`src/rtl/core/oldr_pkg.sv`:
```
// ----------------------------------------------------------------------------
// Ordered list package
// Shared codes, widths and control types of the ordered list unit.
// ----------------------------------------------------------------------------
package oldr_pkg;

  localparam int VALUE_W  = 16;
  localparam int OP_W     = 3;
  localparam int STATUS_W = 3;

  typedef enum logic [OP_W-1:0] {
    OP_INS_FRONT = 3'd0,
    OP_INS_BACK  = 3'd1,
    OP_REMOVE    = 3'd2,
    OP_LIST_FWD  = 3'd3,
    OP_LIST_BWD  = 3'd4
  } op_t;

  typedef enum logic [STATUS_W-1:0] {
    ST_ADDED     = 3'd0,
    ST_REMOVED   = 3'd1,
    ST_NOT_FOUND = 3'd2,
    ST_EMPTY     = 3'd3,
    ST_FULL      = 3'd4,
    ST_LISTED    = 3'd5
  } status_t;

  // What every cell loads in a cycle.
  typedef enum logic [1:0] {
    MODE_HOLD,
    MODE_FROM_LOWER,
    MODE_FROM_HIGHER,
    MODE_WRITE_SEL
  } cell_mode_t;

  typedef struct packed {
    cell_mode_t mode;
    logic       load_front;  // cell 0 takes the inserted value from below
    logic       drop_ring;   // ring closes over all cells but the last
  } cell_ctl_t;

  typedef enum logic [1:0] {
    SEQ_IDLE,
    SEQ_REMOVE,
    SEQ_LIST_FWD,
    SEQ_LIST_BWD
  } seq_state_t;

endpackage

```
`src/rtl/core/oldr_req_if.sv`:
```
// ----------------------------------------------------------------------------
// Request channel
// Carries one operation and its value or key from source to sink.
// ----------------------------------------------------------------------------
interface oldr_req_if;
  logic                          valid;
  logic                          ready;
  logic [oldr_pkg::OP_W-1:0]     operation;
  logic [oldr_pkg::VALUE_W-1:0]  coach_number;

  modport source (output valid, output operation, output coach_number, input ready);
  modport sink   (input valid, input operation, input coach_number, output ready);
endinterface

```
`src/rtl/core/oldr_rsp_if.sv`:
```
// ----------------------------------------------------------------------------
// Response channel
// Carries one status result with its value and last marker.
// ----------------------------------------------------------------------------
interface oldr_rsp_if;
  logic                           valid;
  logic                           ready;
  logic [oldr_pkg::STATUS_W-1:0]  status;
  logic [oldr_pkg::VALUE_W-1:0]   coach_value;
  logic                           last;

  modport source (output valid, output status, output coach_value, output last, input ready);
  modport sink   (input valid, input status, input coach_value, input last, output ready);
endinterface

```
`src/rtl/core/oldr_cell.sv`:
```
// ----------------------------------------------------------------------------
// List cell
// One entry of the list; loads from a neighbour, the insert value or holds.
// ----------------------------------------------------------------------------
module oldr_cell (
  input  logic                          clk,
  input  oldr_pkg::cell_ctl_t           ctl,
  input  logic                          sel,
  input  logic [oldr_pkg::VALUE_W-1:0]  lower,
  input  logic [oldr_pkg::VALUE_W-1:0]  higher,
  input  logic [oldr_pkg::VALUE_W-1:0]  ins,
  output logic [oldr_pkg::VALUE_W-1:0]  value
);
  import oldr_pkg::*;

  logic [VALUE_W-1:0] value_next;

  always_comb begin
    case (ctl.mode)
      MODE_HOLD:        value_next = value;
      MODE_FROM_LOWER:  value_next = lower;
      MODE_FROM_HIGHER: value_next = higher;
      MODE_WRITE_SEL:   value_next = sel ? ins : value;
      default:          value_next = value;
    endcase
  end

  always_ff @(posedge clk) begin
    value <= value_next;
  end

endmodule

```
`src/rtl/core/oldr_ctrl.sv`:
```
// ----------------------------------------------------------------------------
// List sequencer
// Decodes requests, steps the cell ring and drives the response register.
// ----------------------------------------------------------------------------
module oldr_ctrl #(
  parameter int CAPACITY = 32
) (
  input  logic                          clk,
  input  logic                          rst,
  oldr_req_if.sink                      req,
  oldr_rsp_if.source                    rsp,
  input  logic [oldr_pkg::VALUE_W-1:0]  head,
  input  logic [oldr_pkg::VALUE_W-1:0]  tail,
  output oldr_pkg::cell_ctl_t           ctl,
  output logic [$clog2(CAPACITY+1)-1:0] count
);
  import oldr_pkg::*;

  localparam int CW = $clog2(CAPACITY + 1);
  localparam int SW = $clog2(CAPACITY);
  localparam logic [SW-1:0] LAST_STEP = SW'(CAPACITY - 1);
  localparam logic [CW-1:0] FULL_COUNT = CW'(CAPACITY);

  seq_state_t         state, state_next;
  logic [CW-1:0]      count_next;
  logic [SW-1:0]      step, step_next;
  logic [VALUE_W-1:0] key, key_next;
  logic               found, found_next;

  logic               out_valid;
  status_t            out_status;
  logic [VALUE_W-1:0] out_value;
  logic               out_last;

  logic               out_free;
  logic               in_take;
  logic [CW-1:0]      step_w;
  logic               match;
  logic               fwd_emit, bwd_emit;
  logic               stall;
  logic               step_done;

  logic               emit;
  status_t            emit_status;
  logic [VALUE_W-1:0] emit_value;
  logic               emit_last;

  assign out_free  = !out_valid || rsp.ready;
  assign req.ready = (state == SEQ_IDLE) && out_free;
  assign in_take   = req.valid && req.ready;

  assign step_w    = CW'(step);
  assign match     = !found && (step_w < count) && (head == key);
  assign fwd_emit  = step_w < count;
  assign bwd_emit  = step_w >= (FULL_COUNT - count);

  // Hold the ring whenever a result is due but the response slot is taken.
  always_comb begin
    case (state)
      SEQ_REMOVE:   stall = (step == LAST_STEP) && !out_free;
      SEQ_LIST_FWD: stall = fwd_emit && !out_free;
      SEQ_LIST_BWD: stall = bwd_emit && !out_free;
      default:      stall = 1'b0;
    endcase
  end

  assign step_done = (step == LAST_STEP) && !stall;

  // Next state.
  always_comb begin
    state_next = state;
    case (state)
      SEQ_IDLE: begin
        if (in_take && count != '0) begin
          case (req.operation)
            OP_REMOVE:   state_next = SEQ_REMOVE;
            OP_LIST_FWD: state_next = SEQ_LIST_FWD;
            OP_LIST_BWD: state_next = SEQ_LIST_BWD;
            default:     state_next = SEQ_IDLE;
          endcase
        end
      end
      SEQ_REMOVE, SEQ_LIST_FWD, SEQ_LIST_BWD: begin
        if (step_done) state_next = SEQ_IDLE;
      end
      default: state_next = SEQ_IDLE;
    endcase
  end

  // Cell control, bookkeeping and results.
  always_comb begin
    ctl         = '{mode: MODE_HOLD, load_front: 1'b0, drop_ring: found};
    count_next  = count;
    step_next   = step;
    key_next    = key;
    found_next  = found;
    emit        = 1'b0;
    emit_status = ST_ADDED;
    emit_value  = req.coach_number;
    emit_last   = 1'b1;
    case (state)
      SEQ_IDLE: begin
        if (in_take) begin
          step_next  = '0;
          found_next = 1'b0;
          key_next   = req.coach_number;
          case (req.operation)
            OP_INS_FRONT, OP_INS_BACK: begin
              emit = 1'b1;
              if (count == FULL_COUNT) begin
                emit_status = ST_FULL;
              end else begin
                ctl.load_front = (req.operation == OP_INS_FRONT);
                ctl.mode       = (req.operation == OP_INS_FRONT) ? MODE_FROM_LOWER
                                                                 : MODE_WRITE_SEL;
                count_next     = count + 1'b1;
              end
            end
            OP_REMOVE: begin
              if (count == '0) begin
                emit        = 1'b1;
                emit_status = ST_EMPTY;
              end
            end
            OP_LIST_FWD, OP_LIST_BWD: begin
              if (count == '0) begin
                emit        = 1'b1;
                emit_status = ST_EMPTY;
                emit_value  = '0;
              end
            end
            default: begin
            end
          endcase
        end
      end
      SEQ_REMOVE: begin
        if (!stall) begin
          // Rotate left; a match leaves the ring and it closes one cell shorter.
          ctl.mode  = MODE_FROM_HIGHER;
          step_next = step + 1'b1;
          if (match) found_next = 1'b1;
          if (step == LAST_STEP) begin
            emit        = 1'b1;
            emit_value  = key;
            emit_status = (found || match) ? ST_REMOVED : ST_NOT_FOUND;
            if (found || match) count_next = count - 1'b1;
          end
        end
      end
      SEQ_LIST_FWD: begin
        if (!stall) begin
          ctl.mode    = MODE_FROM_HIGHER;
          step_next   = step + 1'b1;
          emit        = fwd_emit;
          emit_status = ST_LISTED;
          emit_value  = head;
          emit_last   = (step_w == count - 1'b1);
        end
      end
      SEQ_LIST_BWD: begin
        if (!stall) begin
          ctl.mode    = MODE_FROM_LOWER;
          step_next   = step + 1'b1;
          emit        = bwd_emit;
          emit_status = ST_LISTED;
          emit_value  = tail;
          emit_last   = (step == LAST_STEP);
        end
      end
      default: begin
      end
    endcase
  end

  always_ff @(posedge clk) begin
    if (rst) begin
      state     <= SEQ_IDLE;
      count     <= '0;
      step      <= '0;
      found     <= 1'b0;
      out_valid <= 1'b0;
    end else begin
      state <= state_next;
      count <= count_next;
      step  <= step_next;
      found <= found_next;
      if (emit) begin
        out_valid <= 1'b1;
      end else if (rsp.ready) begin
        out_valid <= 1'b0;
      end
    end
  end

  always_ff @(posedge clk) begin
    key <= key_next;
    if (emit) begin
      out_status <= emit_status;
      out_value  <= emit_value;
      out_last   <= emit_last;
    end
  end

  assign rsp.valid       = out_valid;
  assign rsp.status      = out_status;
  assign rsp.coach_value = out_value;
  assign rsp.last        = out_last;

endmodule

```
`src/rtl/core/ordered_list_deque_remove_by_key_unit.sv`:
```
// ----------------------------------------------------------------------------
// Ordered list unit
// Bounded front-to-rear list of 16-bit values kept in a ring of cells.
// ----------------------------------------------------------------------------
// Use:
//   req carries an operation (insert front, insert back, remove by key,
//   list forward, list backward) and a value or key. rsp returns the
//   results: one status for an insert or a remove, one listed entry per
//   held value for a listing (last set on the final one), or a single
//   empty status. Unused operation codes give no result.
// Timing:
//   An insert, a full insert and any remove or listing on an empty list
//   give their result in the response register in the cycle after the
//   transfer. Remove and listings rotate the ring of CAPACITY cells once a
//   cycle, unless a held response stalls it, for one full turn after the
//   transfer; the next request is taken only once the turn is done, and the
//   ring ends in its original order (less the removed entry).
// Reset:
//   Synchronous; clears the fill count, the sequencer and the response
//   valid. Cell contents are not cleared: only cells below the count are
//   ever reported.
// Stalls:
//   A held response freezes the ring until the result is taken; nothing
//   is lost or repeated.
// ----------------------------------------------------------------------------
module ordered_list_deque_remove_by_key_unit #(
  parameter int CAPACITY = 32
) (
  input  logic       clk,
  input  logic       rst,
  oldr_req_if.sink   req,
  oldr_rsp_if.source rsp
);
  import oldr_pkg::*;

  localparam int CW = $clog2(CAPACITY + 1);

  cell_ctl_t          ctl;
  logic [CW-1:0]      count;
  logic [VALUE_W-1:0] cells [CAPACITY];

  // Sequencer: decode, step count and response register.
  oldr_ctrl #(
    .CAPACITY (CAPACITY)
  ) u_ctrl (
    .clk   (clk),
    .rst   (rst),
    .req   (req),
    .rsp   (rsp),
    .head  (cells[0]),
    .tail  (cells[CAPACITY-1]),
    .ctl   (ctl),
    .count (count)
  );

  // Ring of cells. Cell 0 is the front. Lower neighbour feeds a right
  // rotation or an insert at the front; higher neighbour feeds a left
  // rotation. After a removal the ring closes over all cells but the last.
  for (genvar i = 0; i < CAPACITY; i++) begin : g_cell
    logic [VALUE_W-1:0] lower;
    logic [VALUE_W-1:0] higher;
    logic               sel;

    if (i == 0) begin : g_lo_front
      assign lower = ctl.load_front ? req.coach_number : cells[CAPACITY-1];
    end else begin : g_lo_mid
      assign lower = cells[i-1];
    end

    if (i == CAPACITY - 1) begin : g_hi_last
      // Hold the spare cell once the ring has dropped it.
      assign higher = ctl.drop_ring ? cells[CAPACITY-1] : cells[0];
    end else if (i == CAPACITY - 2) begin : g_hi_wrap
      assign higher = ctl.drop_ring ? cells[0] : cells[CAPACITY-1];
    end else begin : g_hi_mid
      assign higher = cells[i+1];
    end

    // Insert at the back writes the cell just past the last entry.
    assign sel = (count == CW'(i));

    oldr_cell u_cell (
      .clk    (clk),
      .ctl    (ctl),
      .sel    (sel),
      .lower  (lower),
      .higher (higher),
      .ins    (req.coach_number),
      .value  (cells[i])
    );
  end

endmodule

```
`src/flat_wrapper.sv`:
```
// flat-port wrapper written by rule: the top's interface ports become plain ports
module ordered_list_deque_remove_by_key_unit_flat import oldr_pkg::*;
#(
  parameter int CAPACITY = 32
)
  (clk, rst, req_valid, req_operation, req_coach_number, req_ready, rsp_valid, rsp_status, rsp_coach_value, rsp_last, rsp_ready);
  oldr_req_if req_i ();
  oldr_rsp_if rsp_i ();
  input  logic clk;
  input  logic rst;
  input wire logic [$bits(req_i.valid)-1:0] req_valid;
  input wire logic [$bits(req_i.operation)-1:0] req_operation;
  input wire logic [$bits(req_i.coach_number)-1:0] req_coach_number;
  output wire logic [$bits(req_i.ready)-1:0] req_ready;
  output wire logic [$bits(rsp_i.valid)-1:0] rsp_valid;
  output wire logic [$bits(rsp_i.status)-1:0] rsp_status;
  output wire logic [$bits(rsp_i.coach_value)-1:0] rsp_coach_value;
  output wire logic [$bits(rsp_i.last)-1:0] rsp_last;
  input wire logic [$bits(rsp_i.ready)-1:0] rsp_ready;
  assign req_i.valid = req_valid;
  assign req_i.operation = req_operation;
  assign req_i.coach_number = req_coach_number;
  assign req_ready = req_i.ready;
  assign rsp_valid = rsp_i.valid;
  assign rsp_status = rsp_i.status;
  assign rsp_coach_value = rsp_i.coach_value;
  assign rsp_last = rsp_i.last;
  assign rsp_i.ready = rsp_ready;
  ordered_list_deque_remove_by_key_unit #(.CAPACITY(CAPACITY)) u_core (.clk(clk), .rst(rst), .req(req_i), .rsp(rsp_i));
endmodule
```
`config.mk`:
```
export PLATFORM = sky130hd
export DESIGN_NAME = ordered_list_deque_remove_by_key_unit_flat
export DESIGN_NICKNAME = d
export VERILOG_FILES = /design/src/rtl/core/oldr_pkg.sv /design/src/rtl/core/oldr_req_if.sv /design/src/rtl/core/oldr_rsp_if.sv /design/src/rtl/core/oldr_cell.sv /design/src/rtl/core/oldr_ctrl.sv /design/src/rtl/core/ordered_list_deque_remove_by_key_unit.sv /design/src/flat_wrapper.sv
export SDC_FILE = /design/constraint.sdc
export NUM_CORES = 1
export LEC_CHECK = 0
export BUFFER_PORTS_ARGS = -buffer_cell sky130_fd_sc_hd__buf_2
export CAP_MARGIN = 20
export CORE_AREA = 2 2 298 300
export CTS_CLUSTER_SIZE = 20
export DETAILED_ROUTE_END_ITERATION = 16
export DIE_AREA = 0 0 300 302
export PLACE_DENSITY = 0.52
export REMOVE_ABC_BUFFERS = 1
export SYNTH_ARGS = -nofsm -noshare
export SYNTH_HDL_FRONTEND = slang
export SYNTH_SLANG_ARGS = --single-unit
```
`constraint.sdc`:
```
create_clock -name clk -period 6.5 [get_ports clk]
set_input_delay 0.325 -clock clk [delete_from_list [all_inputs] [get_ports clk]]
set_output_delay 0.325 -clock clk [all_outputs]
set_load 0.02 [all_outputs]
```
After elaboration in Yosys (flattened, before gate mapping) --
Cells that the tools add are included.
Word-level totals: register bits 563, bits of input ports 23, word-level logic and storage cells 325
Operators by class: reduce and logical (&&, ||, !) cells 65, add/sub/neg operators 4, equality and inequality tests 88, mux-type cells 124, magnitude comparators 2, bitwise logic cells 1
Operators by type and width (count):
- case mux 16 bit (3 select lines) | 32
- two-way mux 16 bit | 42
- equality test 6 x 5 -> 1 bit (second input constant) | 16
- inequality test 2 bit (second input constant) | 40
- AND reduction 2 bit | 34
- case mux 16 bit (4 select lines) | 1
- equality test 6 x 4 -> 1 bit (second input constant) | 8
- two-way mux 6 bit | 6
- equality test 6 x 3 -> 1 bit (second input constant) | 4
- two-way mux 3 bit | 6
- equality test 16 bit | 1
- two-way mux 2 bit | 8
- two-way mux 1 bit | 15
- equality test 6 x 2 -> 1 bit (second input constant) | 2
- case mux 2 bit (3 select lines) | 2
- case mux 6 bit (2 select lines) | 1
- two-way mux 5 bit | 2
- case mux 5 bit (2 select lines) | 1
- logical AND 1 bit | 9
- case mux 3 bit (3 select lines) | 1
- equality test 2 bit (second input constant) | 4
- OR reduction 2 bit | 4
- AND reduction 7 bit | 1
- adder 6 x 1 -> 6 bit (second input constant) | 1
- other kinds (30) | 43

Depth between registers and ports, before layout --
depth after elaboration 10, gate-level depth with buffers 16, gate-level depth less buffers 11

By module --
Synthesis repeated with hierarchy kept, for this count alone.
Second synthesis, totals: cells, all modules 2733, area total of the unflattened synthesis 31101.1 sq um
Modules (own cells, without submodules):
- oldr_cell | area each 847.1 sq um, times used 32, seq. area each 480.5 sq um, cells each 73
- oldr_ctrl | area each 3176.8 sq um, times used 1, seq. area each 1381.3 sq um, cells each 296
- ordered_list_deque_remove_by_key_unit | area each 818.3 sq um, times used 1, seq. area each 0.0 sq um, cells each 101

Worst setup path after synthesis --
Ideal clock, no wire load.
path kind reg-to-reg, start register u_core.u_ctrl.count[0], end register u_core.u_ctrl.out_value[0], in the netlist u_core.u_ctrl.rsp.coach_value[0] (enable), library setup time 0.425 ns, data arrival time 4.016 ns, path slack 2.059 ns, stages on the path, launching flop included 13, path buffers 2, period minus slack after synthesis 4.441 ns, cell sequence dfxtp_1 -> inv_1 -> ha_1 -> xor2_1 -> ha_1 -> a21oi_1 -> o21ai_0 -> a31oi_2 -> o211ai_4 -> a21o_1 -> buf_2 -> clkbuf_1 -> o21ai_0
Between the ends: word-level cells in the longest chain between the ends 6, elaborated cells on any way between the ends 14, those cells by class add/sub (1); order compare (2); mux (8); reduce/logical (3)
RTL lines:
- start: declaration | line oldr_ctrl.sv:15 | output logic [$clog2(CAPACITY+1)-1:0] count
- start signal: assignment | line oldr_ctrl.sv:185 | count <= count_next;
- subtractor 6 bit | line oldr_ctrl.sv:55 | assign bwd_emit = step_w >= (FULL_COUNT - count);
- greater-or-equal comparator 5 x 6 -> 1 bit | line oldr_ctrl.sv:55
- logical AND 1 bit | line oldr_ctrl.sv:62 | SEQ_LIST_BWD: stall = bwd_emit && !out_free;
- case mux 1 bit (3 select lines) | line oldr_ctrl.sv:59 | case (state)
- two-way mux 1 bit, on equally long branches | line oldr_ctrl.sv:162, oldr_ctrl.sv:138, oldr_ctrl.sv:152
- case mux 1 bit (4 select lines) * | line oldr_ctrl.sv:101 | case (state)
- named net u_core.u_ctrl.emit | line oldr_ctrl.sv:43 | logic emit;
- end signal: assignment | line oldr_ctrl.sv:200 | out_value <= emit_value;
- end: declaration | line oldr_ctrl.sv:32 | logic [VALUE_W-1:0] out_value;
Mark *: on every way through the listed nets, which the timed path passes. The rest lies on a longest branch. A chain may end at the register's enable or synchronous reset.

Worst setup path in the final report --
start register u_core.u_ctrl.count[0], end register u_core.g_cell[22].u_cell.value[13] in the netlist's numbering (data pin)
Between the ends: word-level cells in the longest chain between the ends 8, elaborated cells on any way between the ends 17, those cells by class add/sub (1); order compare (2); eq/ne (4); mux (8); reduce/logical (2)
RTL lines:
- subtractor 6 bit | line oldr_ctrl.sv:55
- greater-or-equal comparator 5 x 6 -> 1 bit | line oldr_ctrl.sv:55
- logical AND 1 bit | line oldr_ctrl.sv:62
- case mux 1 bit (3 select lines) | line oldr_ctrl.sv:59
- two-way mux 1 bit or two-way mux 2 bit (tied branches) | line oldr_ctrl.sv:162, oldr_ctrl.sv:138, oldr_ctrl.sv:152
- case mux 2 bit (3 select lines) * | line oldr_ctrl.sv:101
- equality test 2 bit or equality test 2 x 1 -> 1 bit (tied branches) | line oldr_cell.sv:19 | case (ctl.mode)
- case mux 16 bit (3 select lines) * | line oldr_cell.sv:19
- named net u_core.g_cell[22].u_cell.value_next[13] | line oldr_cell.sv:16 | logic [VALUE_W-1:0] value_next;
- end signal: assignment | line oldr_cell.sv:29 | value <= value_next;
- end: declaration | line oldr_cell.sv:12 | output logic [oldr_pkg::VALUE_W-1:0] value
Marks and branches as above.

==> summary.md <==
| Metric | Value |
|---|---|
| Synth warnings | 0 |
| Max_cap viols | 0 |
| CP max stage cell | a21boi_4 |
| Vias per inst | 5.92 |
| Setup crit end kind | register |
| Most numerous cell on the critical path | ha_1 |
| Synth-to-Final Area Change | 12.6% |
| PwrDens | 298 nW/um^2 |
| Max Clock Skew | 18.0 ps |
| Rel. slew slack | 0.240 |
| Critical Path AT | just over 5000 ps |
| P_sw | 2150 uW |
| Number of synthesized flops with an enable pin | 548 |
| Root Driver | clkbuf_16 |
| DIE HEIGHT | between 300 and 400 um |
| Period utilization | 0.734 |
| CTS Sinks | 563 |
| CTS tree | yes |
| Final WL | 69.5 mm |
| Dpl ws | 1800 ps |
| Die width | 300 um |
| Synth Area in Adders | 0.00963 |
| Fill cell count | 8500 |
| Worst Tran Pin Value | 1140 ps |
| Worst endpoint required time | 6850 ps |
| Top cell type's share of synthesized area | 0.633 |
| Run status | completed |
| Share of cells above drive strength 1 | 0.155 |
| Starting density of the core | 0.297 |
| Die Area | 90600 um^2 |
| Avg WL per Cell | 24.0 um |
| Ranking of synthesized cells by area | edfxtp_1, a221o_1, nand3_1, buf_6, buf_2 |
| Net Sw Frac | 0.246 |
| ANT cells | 0 |
| Clk buf depth | 3 |
| Yosys reg bits | 563 |
| Avg Inst Size Synth | 15.1 um^2 |
| Leak Pwr | 0.00942 uW |
| DP Wirelength | 43.2 mm |
| Power share of the clock group | 0.378 |
| IO Port Bufs | 44 |
| CTS Buf Count | a little under 60 |
| Total I/O pin count | 45 |
| Max Freq | 210 MHz |
| Power Internal | 6580 uW |
| Comb pwr share | 0.109 |
| Largest net degree at the start of global routing | 173 |
| Ys flop type | edfxtp_1 |
| Max VDD drop | 0.000209 V |
| Initial antenna violation count | 0 |
| Total track usage | 0.147 |
| FP Rows | 109 |
| Setup violations, final | 0 |
| Crit Path Category | reg2reg |
| Sequential area share after synthesis | 0.645 |
| Final setup TNS | 0 ps |
| Final Hold Fails | 0 |
| Grt ovf | 0 |
| Skew-Pair Late Insertion Delay | 620 ps |
| Max-slew violations | 0 |
| Startpoint Class | register |
| Post_cts resized | 0 |
| Simple-Gate Fraction of Synth Area | 0.0488 |
| Footprint of the multi-input gates | 8040 um^2 |
| Worst Setup Slack, final | 1730 ps |
| Xor and xnor fraction of the mapped netlist area | 0.00842 |
| First-pass GRT wire length | 104 mm |
| Main combinational cell family by area after synthesis | compound AO/OA/AOI/OAI gates |
| Cell Chain, Critical Path | inv_1 -> ha_1 -> xor2_1 -> ha_1 -> a21oi_1 -> o21ai_0 -> a31oi_2 -> o211ai_4 -> a21boi_4 -> a21oi_4 -> buf_12 -> buf_4 -> a221o_1 |
| HP Class | in2reg |
| Slowest stage delay, CP | ~810 ps |
| RSZ-0062 raised after global routing | no |
| Vias | about 17000 |
| Antenna Nets Post-Route | 0 |
| Synth Cell Area | 26000 um^2 |
| Worst Path Max Fanout | 70 |
| Synth area leader | edfxtp_1 |
| Clock slew at reported path FFs | approximately 60 ps |
| H-tree depth | 2 |
| Mux contribution to synthesized area | 0.0130 |
| Seq pwr share | 0.513 |
| Distinct cells, synth | 65 |
| DRC Markers | 0 |
| DRT iter0 DRCs | around 2200 |
| Final min period | about 4800 ps |
| Number of global-route vias before repair | approximately 16000 |
| Ys async rst share | 0 |
| Mapped Cells | 1721 |
| Core ar. | 87600 um^2 |
| Nets | 1728 |
| Register area | between 15000 and 20000 um^2 |
| Placer congestion estimate | 0.825 |
| Compound-Gate Fraction of Synth Area | 0.222 |
| Pre-Repair DR Iteration Count | 9 |
registers in the layout (all words and copies together), names as in the netlist:
name                           cells
u_core.g_cell.u_cell.value       512
u_core.u_ctrl.rsp.coach_value     16
u_core.u_ctrl.rsp.valid            1
u_core.u_ctrl.rsp.status           3
u_core.u_ctrl.count                6
u_core.u_ctrl.rsp.last             1
u_core.u_ctrl.found                1
u_core.u_ctrl.step                 5
u_core.u_ctrl.state                2
u_core.u_ctrl.key                 16
cell usage after synthesis, types with 4 or more instances:
master and instances:
a221o_1 479, nand2b_1 4, buf_4 7, o2111ai_1 4, nand4_1 4, buf_6 52, xnor2_1 7, nand2_1 28
inv_1 14, a222oi_1 16, and2_1 16, o2bb2ai_1 16, nor4_1 6, edfxtp_1 548, nor2b_1 7, a21oi_1 47
xor2_1 18, o31ai_1 6, nand3_1 119, ha_1 20, clkbuf_1 72, nor2_1 21, nor3_1 8, mux2_2 30
buf_2 77, dfxtp_1 15, buf_1 9, nor3b_1 6, o21ai_0 13
through the flow:
step / utilization / cells / power [uW] / hold WS [ps] / cell area (um^2)
final: 0.334 / 2897 / 8730 / 33.3 / 29300
after global routing: 0.334 / 2897 / 9020 / 19.7 / 29300
after CTS: 0.332 / 2886 / 8780 / 4.99 / 29000
after detailed placement: 0.309 / 2763 / 5480 / 506 / 27000
after global placement: 0.308 / 2761 / 5450 / 495 / 27000
after floorplan: - / 1504 / 5230 / 394 / 24700
power by group through the flow:
stage	Clock (uW)	Sequential (uW)	Combinational (uW)
global route	3500	4500	1030
finish	3300	4480	951
CTS	3370	4470	944
detailed placement	0	4550	929
floorplan	0	4500	730
global placement	0	4540	904
area by class of cell:
class	instances	area share
Timing Repair Buffer	120	0.0383
Multi-Input combinational cell	925	0.275
Sequential cell	563	0.573
Clock inverter	35	0.0101
Tap cell	1165	0.0498
Clock buffer	73	0.0526
Inverter	16	0.00205
path summary, 6_finish.rpt:
check	slack [ps]	depth (start not counted)	start	endpoint
worst min-delay path	30	1	req_coach_number[1]	u_core.u_ctrl.key[1]$_DFFE_PP_
worst max register to register	1730	13	u_core.u_ctrl.count[0]$_SDFFE_PP0P_	u_core.g_cell[22].u_cell.value[13]$_DFFE_PP_
worst min register to register	510	2	u_core.u_ctrl.step[0]$_SDFFE_PP0P_	u_core.u_ctrl.step[0]$_SDFFE_PP0P_
worst max-delay path	1730	13	u_core.u_ctrl.count[0]$_SDFFE_PP0P_	u_core.g_cell[22].u_cell.value[13]$_DFFE_PP_
layout by cell type, fill, tap and decap left out, types with 4 or more instances in the layout:
cell type,n
a221o_1,479
a21oi_4,8
buf_12,9
clkbuf_1,13
nand3_1,119
bufinv_16,5
nand2b_1,4
xor2_1,18
a222oi_1,16
nor3b_1,6
a21oi_2,24
clkinv_2,14
ha_1,20
buf_16,5
mux2_2,30
o31ai_1,6
nor2b_1,7
clkinv_1,14
edfxtp_1,548
nand2_1,28
inv_1,14
buf_4,40
nor2_1,20
xnor2_1,7
nor3_1,8
clkbuf_16,62
a21oi_1,16
nand4_1,4
o21ai_0,12
nor4_1,6
buf_2,44
dfxtp_1,15
and2_1,17
o2bb2ai_1,16
o2111ai_1,4
dlygate4sd3_1,15
cells by family (layout without fill, tap and decap cells):
logic type               Yosys count  in the layout
AO/OA/AOI/OAI                    612            612
XOR/XNOR                          25             25
adder cells (fa/ha/maj)           20             20
buffers and inverters            233            244
flip-flops                       563            563
multiplexers                      30             30
AND/OR/NAND/NOR                  238            238
timing repair:
item | 4_1_cts | 5_1_grt
hold endpoints to repair | 15 | 0
hold buffers | 15 | 0
endpoints found under the setup margin | 0 | 0
buffers inserted | 0 | 0
worst max-delay path, delay by kind of cell (launching register included):
| family | cells | cell delay, ps |
|---|---|---|
| xor+xnor | 1 | 170 |
| flops | 1 | 480 |
| fa+ha+maj | 2 | 640 |
| compound gates | 7 | 2280 |
| buf+inv | 3 | 850 |
per-layer routing:
| layer | wire length [um] | up-vias | track usage |
|---|---|---|---|
| li1 | - | 7392 | - |
| met1 | 32700 | 8912 | 0.225 |
| met2 | 30300 | 756 | 0.213 |
| met3 | 4910 | 91 | 0.0233 |
| met4 | 1520 | 0 | 0.0413 |
| met5 | 0 | - | 0 |
(Power assumes the default switching activity.)
